File: src/hw/rtl/fpg2p_pkg.sv
// shared types and constants of the flip/pic grid-to-particle transfer block
package fpg2p_pkg;

	localparam int GRID_COLUMNS_DEF  = 8;
	localparam int GRID_ROWS_DEF     = 8;
	localparam int FRACTION_BITS_DEF = 10;

	localparam int VEL_W   = 16;
	localparam int POS_W   = 16;
	localparam int INDEX_W = 12;
	localparam int RATIO_W = 9;

	localparam logic [RATIO_W-1:0] RATIO_RESET = 9'd230;
	localparam logic [RATIO_W-1:0] RATIO_ONE   = 9'd256;

	localparam logic OP_WRITE = 1'b0;
	localparam logic OP_QUERY = 1'b1;

	localparam logic [1:0] CORNER_LAST = 2'd3;
	localparam logic [1:0] DRAIN_LAST  = 2'd1;

	typedef enum logic [2:0] {
		S_IDLE,
		S_ADDR,
		S_DRAIN,
		S_FLIP,
		S_MUL,
		S_FINISH
	} state_t;

	typedef struct packed {
		logic       write_point;
		logic       load_query;
		logic       issue;
		logic [1:0] corner;
		logic       flip_step;
		logic       mul_step;
		logic       load_out;
	} cmd_t;

endpackage

File: src/hw/rtl/fpg2p_ctrl.sv
// sequencer of the transfer block: handshakes, corner walk and blend steps
module fpg2p_ctrl (
	input  logic              clk,
	input  logic              arst_n,
	input  logic              item_valid,
	input  logic              item_opcode,
	output logic              item_ready,
	input  logic              result_ready,
	output logic              result_valid,
	output fpg2p_pkg::cmd_t   cmd
);

	fpg2p_pkg::state_t state_q, state_d;
	logic [1:0]        cnt_q;
	logic              result_valid_q;

	// next state
	always_comb begin
		state_d = state_q;
		unique case (state_q)
			fpg2p_pkg::S_IDLE: begin
				if (item_valid && item_opcode == fpg2p_pkg::OP_QUERY) begin
					state_d = fpg2p_pkg::S_ADDR;
				end
			end
			fpg2p_pkg::S_ADDR: begin
				if (cnt_q == fpg2p_pkg::CORNER_LAST) begin
					state_d = fpg2p_pkg::S_DRAIN;
				end
			end
			fpg2p_pkg::S_DRAIN: begin
				if (cnt_q == fpg2p_pkg::DRAIN_LAST) begin
					state_d = fpg2p_pkg::S_FLIP;
				end
			end
			fpg2p_pkg::S_FLIP: begin
				state_d = fpg2p_pkg::S_MUL;
			end
			fpg2p_pkg::S_MUL: begin
				state_d = fpg2p_pkg::S_FINISH;
			end
			fpg2p_pkg::S_FINISH: begin
				if (!result_valid_q || result_ready) begin
					state_d = fpg2p_pkg::S_IDLE;
				end
			end
			default: begin
				state_d = fpg2p_pkg::S_IDLE;
			end
		endcase
	end

	// outputs
	always_comb begin
		item_ready      = (state_q == fpg2p_pkg::S_IDLE);
		cmd.write_point = item_ready && item_valid && item_opcode == fpg2p_pkg::OP_WRITE;
		cmd.load_query  = item_ready && item_valid && item_opcode == fpg2p_pkg::OP_QUERY;
		cmd.issue       = (state_q == fpg2p_pkg::S_ADDR);
		cmd.corner      = cnt_q;
		cmd.flip_step   = (state_q == fpg2p_pkg::S_FLIP);
		cmd.mul_step    = (state_q == fpg2p_pkg::S_MUL);
		cmd.load_out    = (state_q == fpg2p_pkg::S_FINISH)
			&& (!result_valid_q || result_ready);
	end

	assign result_valid = result_valid_q;

	always_ff @(posedge clk or negedge arst_n) begin
		if (!arst_n) begin
			state_q        <= fpg2p_pkg::S_IDLE;
			cnt_q          <= '0;
			result_valid_q <= 1'b0;
		end else begin
			state_q <= state_d;
			if (state_q == fpg2p_pkg::S_ADDR || state_q == fpg2p_pkg::S_DRAIN) begin
				cnt_q <= cnt_q + 2'd1;
			end else begin
				cnt_q <= '0;
			end
			if (cmd.load_out) begin
				result_valid_q <= 1'b1;
			end else if (result_ready) begin
				result_valid_q <= 1'b0;
			end
		end
	end

endmodule

File: config.mk
export PLATFORM = sky130hd
export DESIGN_NAME = fpg2p_ctrl
export DESIGN_NICKNAME = d
export VERILOG_FILES = /design/src/hw/rtl/fpg2p_pkg.sv /design/src/hw/rtl/fpg2p_ctrl.sv
export SDC_FILE = /design/constraint.sdc
export NUM_CORES = 1
export LEC_CHECK = 0
export ABC_AREA = 1
export BUFFER_PORTS_ARGS = -buffer_cell sky130_fd_sc_hd__clkbuf_2
export CORE_AREA = 4 4 41 43
export DETAILED_ROUTE_END_ITERATION = 12
export DIE_AREA = 0 0 45 47
export PLACE_DENSITY = 0.49
export SYNTH_ARGS = -nofsm -noshare
export SYNTH_HDL_FRONTEND = slang
export SYNTH_SLANG_ARGS = --single-unit
export TNS_END_PERCENT = 30
File: constraint.sdc
create_clock -name clk -period 1.04 [get_ports clk]
set_input_delay 0.104 -clock clk [delete_from_list [all_inputs] [get_ports clk]]
set_output_delay 0.104 -clock clk [all_outputs]
set_load 0.005 [all_outputs]
# Yosys cells after proc, flatten, opt, wreduce, memory -nomap -nowiden
# Cells that the tools add are included.
# W data, S select, Z words.
# totals
in_bits	5
wordCells	35
reg_bits	6
# classes
eq_ne	11
muxes	8
addsub	1
n_reduce_logical	11
n_bitwise	1
# op_table
op	n
$pmux W3 S6	1
$mux W3	4
$eq A3 B2 Y1 const B	2
$eq A3 B3 Y1 const B	2
$ne A2 B1 Y1 const B	3
$logic_and A1 B1 Y1	5
$reduce_and A4 Y1	1
$eq A3 B1 Y1 const B	1
$logic_not A3 Y1	1
$add A2 B1 Y2 const B	1
$eq A2 B1 Y1 const B	1
$eq A2 B2 Y1 const B	1
$logic_or A1 B1 Y1	2
$mux W1	2
$mux W2	1
$ne A2 B2 Y1 const B	1
$reduce_bool A2 Y1	1
$logic_not A1 Y1	1
$not A1 Y1	1

# Longest topological paths before layout
# Gate-level depths: netlist of run 1.
# depth
word_depth	4
depth_mapped	8
mapped_depth_nobuf	8

# Least setup slack after synthesis of run 1
# OpenSTA, ideal clock, no wires.
# synth_path
kind	reg2reg
from	register cnt_q[0]
to	register state_q[0]
slack_ps	8
stages_incl_launch_ff	6
n_path_buf	0
setup_ps	117
arrival_ps	916
cell_sequence	dfrtp_1 ha_1 nor2_1 nor2_2 nand3_1 nand2_1
# synth_between
elab_chain_len	3
# synth_lines
item	line_no	text
start, declared	fpg2p_ctrl.sv:14	logic [1:0] cnt_q;
start signal, assigned	fpg2p_ctrl.sv:76	cnt_q <= cnt_q + 2'd1;
$eq A2 B1 Y1 / $eq A2 B2 Y1 (equally long branches)	fpg2p_ctrl.sv:32, fpg2p_ctrl.sv:27	
$ne A2 B2 Y1 (no line) / $ne A2 B1 Y1 (equally long branches)	-	
$reduce_and A4 Y1 (no line) (*)	-	
end signal, assigned	fpg2p_ctrl.sv:70	state_q <= fpg2p_pkg::S_IDLE;
end signal, assigned	fpg2p_ctrl.sv:74	state_q <= state_d;
end, declared	fpg2p_ctrl.sv:13	fpg2p_pkg::state_t state_q, state_d;
# Mark *: on every way between the ends. The rest lies on a longest branch, timed or not.
# A chain may end at the register's enable or synchronous reset.

==> metrics.txt, run 1 <==
# TYPE chip_impl_metric gauge
chip_impl_info{name="status",value="finished, violations left"} 1
chip_impl_info{name="violations_in_the_final_reports",value="negative setup slack"} 1
chip_impl_info{name="worst_hold_path_type",value="input port to flip-flop"} 1
chip_impl_metric{name="min_period",unit="ps"} 1297
chip_impl_metric{name="routed_via_density",unit=""} 4.128
chip_impl_metric{name="cp_max_fo",unit=""} 4
chip_impl_metric{name="finalWirelength",unit="um"} 865
chip_impl_info{name="synth_top_cells_by_area",value="dfrtp_1 42%, nand2_1 13%, nor2_1 9.4%, nand3_1 8.4%, inv_1 8.4%"} 1
chip_impl_metric{name="yosys_register_bits",unit=""} 6
chip_impl_info{name="synth_top_cells_by_count",value="12 x nand2_1, 9 x nor2_1, 8 x inv_1"} 1
chip_impl_metric{name="hold_violations",unit=""} 0
chip_impl_info{name="setup.worst_path.end_class",value="primary output"} 1
chip_impl_metric{name="floorplan.io_pins",unit=""} 15
chip_impl_metric{name="drt-initial-drc-count",unit=""} 3
chip_impl_info{name="cts_tree",value="yes"} 1
chip_impl_metric{name="vdd_drop_max",unit="uV"} 1069
chip_impl_metric{name="grt_first_pass_wirelength",unit="um"} 1407
chip_impl_metric{name="grt_max_degree",unit=""} 7
chip_impl_metric{name="gpl.final_weighted_congestion",unit=""} 0.7302
chip_impl_metric{name="route.antenna.remaining_nets",unit=""} 0
chip_impl_metric{name="slew_headroom",unit="%"} 88.23
chip_impl_metric{name="max_slew_violation_count",unit=""} 0
chip_impl_metric{name="timing.reg2reg.worst_path_depth",unit=""} 4
chip_impl_metric{name="syn_to_final_growth",unit="%"} 66.55
chip_impl_metric{name="yosys.area.top_type_share",unit="%"} 41.81
chip_impl_metric{name="synth_edf_count",unit=""} 0
chip_impl_metric{name="clock_slew_at_the_register_clock_pins_of_the_worst_setup_and_hold_paths",unit="ps"} 50
chip_impl_metric{name="fp-row-count",unit=""} 13
chip_impl_metric{name="drtPass1Iterations",unit=""} 2
chip_impl_metric{name="grt_pass1_vias",unit=""} 377
chip_impl_metric{name="powerDensity",unit="mW/mm^2"} 2686
chip_impl_info{name="critical_path.startpoint_type",value="flip-flop"} 1
chip_impl_metric{name="grt_antenna_before_repair",unit=""} 0
chip_impl_metric{name="floorplan.core_area",unit="sq mm"} 0.001301
chip_impl_metric{name="hold-path-cell-count",unit=""} 4
chip_impl_metric{name="dpl.hpwl",unit="um"} 618.3
chip_impl_info{name="timing_worst_setup_path_type",value="flip-flop to primary output"} 1
chip_impl_metric{name="placed_area",unit="sq um"} 478.0
chip_impl_metric{name="setup_tns",unit="ps"} -1625
chip_impl_metric{name="antenna-diode-count",unit=""} 0
chip_impl_metric{name="reg2reg_slack",unit="ps"} -120
chip_impl_metric{name="start_util",unit="%"} 27.60
chip_impl_metric{name="worstSkewPairLatency",unit="ps"} 240
chip_impl_metric{name="number_of_vias_after_detailed_routing",unit=""} 388
chip_impl_metric{name="synthesis.area",unit="sq um"} 359.1
chip_impl_metric{name="area_of_the_die",unit="sq mm"} 0.002115
chip_impl_metric{name="max_cap_violations",unit=""} 0
chip_impl_info{name="post-synth-top-count-cell",value="nand2_1"} 1
chip_impl_info{name="cts.root.buffer_cell",value="clkbuf_4"} 1
chip_impl_metric{name="detail_route.wl_per_cell",unit="um"} 9.202
chip_impl_metric{name="fp.dieW",unit="um"} 45
chip_impl_metric{name="grt_use_total",unit="%"} 9.055
chip_impl_info{name="yosys.area.top_type",value="dfrtp_1"} 1
chip_impl_metric{name="yosysUniqueCellTypes",unit=""} 11
chip_impl_metric{name="remaining_overflow_grt",unit=""} 0
chip_impl_metric{name="mean_area_per_synthesized_cell",unit="sq um"} 6.906
chip_impl_metric{name="max_slew.worst_pin.slew",unit="ps"} 176.6
chip_impl_metric{name="finalCoreUtilization",unit="%"} 45.96
chip_impl_metric{name="nets",unit=""} 88
chip_impl_metric{name="ys.warnings.count",unit=""} 0
chip_impl_metric{name="setup_slack_of_the_critical_path_after_layout",unit="ps"} -256.7
chip_impl_metric{name="route.detailed.drc",unit=""} 0
chip_impl_metric{name="cts_sink_count",unit=""} 6
chip_impl_metric{name="critPathArrivalTime",unit="ps"} 1190
chip_impl_metric{name="final_cell_area",unit="sq um"} 598.1
chip_impl_metric{name="cts-buffers-inserted",unit=""} 3
chip_impl_metric{name="synth-seq-area-share",unit="%"} 41.81
chip_impl_metric{name="cp_data_required_time",unit="ps"} 940
chip_impl_metric{name="fmaxAchievable",unit="GHz"} 0.7712
chip_impl_metric{name="setup_viol",unit=""} 12
chip_impl_metric{name="min_period_over_period",unit="%"} 124.7
chip_impl_metric{name="synth_cells",unit=""} 52
chip_impl_metric{name="port_buffers",unit=""} 14
chip_impl_metric{name="final.setup_skew",unit="ps"} 5.623
chip_impl_metric{name="layout-drive-gt1-share",unit="%"} 53.16
chip_impl_metric{name="dieHeight",unit="um"} 47
chip_impl_metric{name="cts_htree_levels",unit=""} 1
chip_impl_metric{name="timing.hold.ws",unit="ps"} 179.2
chip_impl_metric{name="leakagePower",unit="uW"} 0.0003455
chip_impl_metric{name="async_reset_ff_share",unit="%"} 100.0
chip_impl_metric{name="synth_nets",unit=""} 59
chip_impl_metric{name="cts.path.max_buffers",unit=""} 2
chip_impl_info{name="grt_setup_unrepaired",value="true"} 1
chip_impl_info{name="synth-main-ff-cell",value="dfrtp_1"} 1
chip_impl_metric{name="total_power",unit="uW"} 1606
[metrics by stage]
| stage | std cells | setup slack [ps] |
|---|---|---|
| 2_1_floorplan | 52 | 7.674 |
| 3_3_place_gp | 85 | -65.85 |
| 3_5_place_dp | 85 | -81.67 |
| 4_1_cts | 93 | -277.3 |
| 5_1_grt | 94 | -336.4 |
| 6_report | 94 | -256.7 |
[sequential cells by signal (all words and copies together) (netlist names)]
register / flops
result_valid: 1
state_q: 3
cnt_q: 2
[path summary, 6_finish.rpt]
kind,from,endpoint
setup / recovery,state_q[0],cmd[0]
setup reg to reg,state_q[0],state_q[2]
min in group asynchronous,arst_n,cnt_q[1]
max in group asynchronous,arst_n,state_q[0]
hold reg to reg,cnt_q[0],cnt_q[0]
hold / removal,result_ready,result_valid
[cell families after synthesis]
group | count (synthesis) | share of synthesized area (%)
adder cells (fa/ha/maj) | 2 | 6.968
flip-flops | 6 | 41.81
AO/OA/AOI/OAI | 2 | 2.788
AND/OR/NAND/NOR | 31 | 36.93
buffers and inverters | 11 | 11.50
[layer usage]
layer | part of all wire [%] | GRT usage (%) | vias to the layer above
met5 | 0 | 0 | -
met4 | 0 | 5.263 | 0
met3 | 3.2 | 1.149 | 0
met2 | 52 | 16.38 | 4
met1 | 45 | 10.16 | 170
li1 | - | - | 214
[timing repair]
action	in CTS	in global routing
setup endpoints to repair	10	12
endpoints found under the hold margin	6	0
buffers inserted	4	1
hold buffers	1	0
resized for setup	11	7
pin swaps	2	2
[final cells by class]
cell class                 count  area (sq um)
timing repair buffer          24         155.1
sequential                     6         151.4
fill                         131         703.2
clock buffer                   3         22.52
inverter                      11         41.29
multi-input combinational     35         209.0
tap                           15         18.77
[report_power, final]
part | switching [uW] | total [uW] | internal (uW)
registers | 108 | 438 | 330
logic | 497 | 962 | 465
clock network | 76.9 | 207 | 130
[critical path, stage by stage (launching register included)]
cell and delay (ps):
dfrtp_2 410, buf_4 130, nand3_2 90, buf_6 130, a21oi_2 80, buf_2 120
[placed cells by master, fill, tap and decap left out, drive strengths merged]
| cell type | instances |
|---|---|
| buf | 12 |
| nand3 | 6 |
| dfrtp | 6 |
| inv | 11 |
| nor2 | 11 |
| nor3 | 1 |
| ha | 2 |
| or3 | 1 |
| nand2 | 12 |
| a21oi | 2 |
| dlygate4sd3 | 1 |
| clkbuf | 14 |
(Power assumes the default switching activity.)
==> inputs of run 2 (changes only) <==
--- a/config.mk
+++ b/config.mk
@@ -5,12 +5,12 @@
 export SDC_FILE = /design/constraint.sdc
 export NUM_CORES = 1
 export LEC_CHECK = 0
-export ABC_AREA = 1
+export ABC_AREA = 0
 export BUFFER_PORTS_ARGS = -buffer_cell sky130_fd_sc_hd__clkbuf_2
 export CORE_AREA = 4 4 41 43
 export DETAILED_ROUTE_END_ITERATION = 12
 export DIE_AREA = 0 0 45 47
-export PLACE_DENSITY = 0.49
+export PLACE_DENSITY = 0.48
 export SYNTH_ARGS = -nofsm -noshare
 export SYNTH_HDL_FRONTEND = slang
 export SYNTH_SLANG_ARGS = --single-unit
==> constraint.sdc (replaced) <==
create_clock -name clk -period 1.04 [get_ports clk]
set_input_delay 0.312 -clock clk [delete_from_list [all_inputs] [get_ports clk]]
set_output_delay 0.312 -clock clk [all_outputs]
set_load 0.005 [all_outputs]
==> run 2 against run 1 <==
  * The run still ends with negative setup slack left
  * Sequential share of layout area is 0.31 points higher
  * Sequential power grew 11%
  * Count of clock-buffer cells in the layout unchanged
  * Total power rose by 11%
  * Synthesized area down 1.0%
  * Largest cell class unchanged
  * Via count down 5.7%
  * Die area unchanged
  * Highest routed layer unchanged
  * Combinational power rose by 12%
  * Global-route usage up 0.41 points
  * Final cell count down 9.6%
  * Flip-flop and latch count unchanged
==> metrics.txt, run 2 <==
# TYPE chip_impl_metric gauge
chip_impl_info{name="status",value="finished, violations left"} 1
chip_impl_info{name="violations_in_the_final_reports",value="negative setup slack"} 1
chip_impl_metric{name="yosysUniqueCellTypes",unit=""} 19
chip_impl_metric{name="cp_data_required_time",unit="ps"} 730
chip_impl_metric{name="worstSkewPairLatency",unit="ps"} 240
chip_impl_metric{name="gpl.final_weighted_congestion",unit=""} 0.6435
chip_impl_metric{name="min_period",unit="ps"} 1445
chip_impl_metric{name="area_of_the_die",unit="sq mm"} 0.002115
chip_impl_metric{name="cts_sink_count",unit=""} 6
chip_impl_info{name="synth_top_cells_by_count",value="7 x nor2_1, 6 x dfrtp_1, 5 x nand2_1"} 1
chip_impl_metric{name="grt_antenna_before_repair",unit=""} 0
chip_impl_metric{name="routed_via_density",unit=""} 4.306
chip_impl_metric{name="total_power",unit="uW"} 1776
chip_impl_metric{name="drtPass1Iterations",unit=""} 2
chip_impl_metric{name="antenna-diode-count",unit=""} 0
chip_impl_metric{name="yosys_register_bits",unit=""} 6
chip_impl_metric{name="port_buffers",unit=""} 14
chip_impl_metric{name="ys.warnings.count",unit=""} 0
chip_impl_metric{name="mean_area_per_synthesized_cell",unit="sq um"} 8.667
chip_impl_metric{name="setup_viol",unit=""} 13
chip_impl_metric{name="synthesis.area",unit="sq um"} 355.3
chip_impl_metric{name="synth_nets",unit=""} 48
chip_impl_info{name="synth-main-ff-cell",value="dfrtp_1"} 1
chip_impl_metric{name="critPathArrivalTime",unit="ps"} 1130
chip_impl_metric{name="placement.setup.worst_slack",unit="ps"} -243.2
chip_impl_metric{name="finish.cell_count_without_fillers",unit=""} 85
chip_impl_metric{name="detail_route.wl_per_cell",unit="um"} 10.42
chip_impl_info{name="post-synth-top-count-cell",value="nor2_1"} 1
chip_impl_metric{name="min_period_over_period",unit="%"} 139.0
chip_impl_metric{name="fmaxAchievable",unit="GHz"} 0.6920
chip_impl_metric{name="grt_max_degree",unit=""} 11
chip_impl_metric{name="hold_violations",unit=""} 0
chip_impl_metric{name="fp-row-count",unit=""} 13
chip_impl_metric{name="grt_pass1_vias",unit=""} 354
chip_impl_info{name="yosys.area.top_type",value="dfrtp_1"} 1
chip_impl_metric{name="timing.hold.ws",unit="ps"} 399.9
chip_impl_metric{name="cp_num_buf_inv",unit=""} 1
chip_impl_metric{name="final.setup_skew",unit="ps"} 0.5986
chip_impl_metric{name="fillCellCount",unit=""} 133
chip_impl_metric{name="grt_first_pass_wirelength",unit="um"} 1469
chip_impl_metric{name="start_util",unit="%"} 27.31
chip_impl_metric{name="cts.path.max_buffers",unit=""} 2
chip_impl_info{name="synth_top_cells_by_area",value="dfrtp_1 42%, nor2_1 7.4%, ha_1 7.0%, nand2_1 5.3%, nand2b_1 5.3%"} 1
chip_impl_metric{name="async_reset_ff_share",unit="%"} 100.0
chip_impl_metric{name="cts_htree_levels",unit=""} 1
chip_impl_info{name="worst_hold_path_type",value="input port to flip-flop"} 1
chip_impl_metric{name="floorplan.io_pins",unit=""} 15
chip_impl_metric{name="number_of_vias_after_detailed_routing",unit=""} 366
chip_impl_metric{name="setup_slack_of_the_critical_path_after_layout",unit="ps"} -405.1
chip_impl_metric{name="clock_slew_at_the_register_clock_pins_of_the_worst_setup_and_hold_paths",unit="ps"} 40
chip_impl_metric{name="layout-drive-gt1-share",unit="%"} 55.71
chip_impl_metric{name="powerDensity",unit="mW/mm^2"} 2957
chip_impl_info{name="mostFrequentLayoutCells",value="11 x clkbuf_2, 11 x buf_4, 7 x nor2_1"} 1
chip_impl_metric{name="syn_to_final_growth",unit="%"} 69.01
chip_impl_metric{name="synth_cells",unit=""} 41
chip_impl_metric{name="synth_edf_count",unit=""} 0
chip_impl_metric{name="largest_register_ffs",unit=""} 3
chip_impl_info{name="setup.worst_path.end_class",value="primary output"} 1
chip_impl_info{name="cts_tree",value="yes"} 1
chip_impl_metric{name="synth-seq-area-share",unit="%"} 42.25
chip_impl_metric{name="drt-initial-drc-count",unit=""} 2
chip_impl_metric{name="fp.dieW",unit="um"} 45
chip_impl_metric{name="max_slew_violation_count",unit=""} 0
chip_impl_metric{name="cts-buffers-inserted",unit=""} 3
chip_impl_info{name="cp_cell_sequence",value="nor3_4 > and3_1 > clkbuf_2"} 1
chip_impl_metric{name="max_slew.worst_pin.slew",unit="ps"} 368.8
chip_impl_info{name="cts.root.buffer_cell",value="clkbuf_4"} 1
chip_impl_metric{name="vdd_drop_max",unit="uV"} 1066
chip_impl_metric{name="cp_max_fo",unit=""} 5
chip_impl_info{name="critPathTopFamily",value="flip-flops"} 1
chip_impl_metric{name="dieHeight",unit="um"} 47
chip_impl_metric{name="route.antenna.remaining_nets",unit=""} 0
chip_impl_metric{name="critical_path.max_stage_delay",unit="ps"} 450
chip_impl_metric{name="max_cap_violations",unit=""} 0
chip_impl_info{name="largest-register",value="state_q"} 1
chip_impl_info{name="grt_setup_unrepaired",value="true"} 1
chip_impl_metric{name="slew_headroom",unit="%"} 74.78
chip_impl_metric{name="floorplan.core_area",unit="sq mm"} 0.001301
chip_impl_metric{name="route.detailed.drc",unit=""} 0
chip_impl_metric{name="cell_count_post_placement",unit=""} 77
chip_impl_info{name="timing_worst_setup_path_type",value="flip-flop to primary output"} 1
chip_impl_metric{name="leakagePower",unit="uW"} 0.0003294
chip_impl_metric{name="remaining_overflow_grt",unit=""} 0
chip_impl_info{name="critical_path.startpoint_type",value="flip-flop"} 1
chip_impl_metric{name="yosys.area.top_type_share",unit="%"} 42.25
chip_impl_metric{name="grt_use_total",unit="%"} 9.467
chip_impl_metric{name="finalWirelength",unit="um"} 886
chip_impl_info{name="cpMaxStageDelayCell",value="dfrtp_2"} 1
chip_impl_metric{name="nets",unit=""} 79
[run 2: per-layer routing]
layer	vias up	share of wire (%)	GRT usage (%)
li1	196	-	-
met1	163	42	12.30
met2	7	52	15.25
met3	0	5.2	4.598
met4	0	0	0
met5	-	0	0
[run 2: path summary, 6_finish.rpt]
check,startpoint,cells after the start,slack (ps),endpoint
worst max-delay path,state_q[1],3,-410,cmd[6]
worst min-delay path,result_ready,3,400,result_valid
worst max register to register,state_q[1],5,-340,state_q[0]
worst min register to register,cnt_q[0],2,540,cnt_q[0]
max in group asynchronous,arst_n,2,440,state_q[2]
min in group asynchronous,arst_n,2,430,cnt_q[1]
[run 2: area by class of cell]
type	instances	area (sq um)	share of cell area [%]
clock buffer	3	22.52	3.750
inverter	2	7.507	1.250
multi-input combinational	30	201.4	33.54
sequential	6	153.9	25.63
tap	15	18.77	3.125
timing repair buffer	29	196.4	32.71
[run 2: through the flow]
step	instance area [sq um]	utilization (%)	TNS (ps)
CTS	556.8	42.79	-3478
detailed placement	504.2	38.75	-1761
global route	600.6	46.15	-4112
finish	600.6	46.15	-3258
floorplan	367.9	-	-522.9
global placement	504.2	38.75	-1812
[run 2: worst reg2reg max path, cell delays in order (launching register included)]
cell and delay [ps]:
dfrtp_2 450, buf_4 150, buf_4 150, nor3_1 180
a21oi_1 60, a221oi_1 270
[run 2: logic make-up (layout without fill, tap and decap cells)]
| group | after synthesis | after routing | share of synthesized area, % |
|---|---|---|---|
| AND/OR/NAND/NOR | 21 | 21 | 29.58 |
| adder cells (fa/ha/maj) | 2 | 2 | 7.041 |
| buffers and inverters | 5 | 34 | 8.099 |
| flip-flops | 6 | 6 | 42.25 |
| AO/OA/AOI/OAI | 7 | 7 | 13.03 |
[run 2: power breakdown]
group | internal, uW | switching [uW]
clock | 130 | 77.2
sequential | 342 | 144
combinational | 651 | 432
[run 2: what timing repair did]
item                       CTS  global route
hold endpoints to repair     6             0
hold buffers                 1             0
setup endpoints to repair   13            15
resized for setup            6            10
pin swaps                    1             2
buffers inserted             1             3
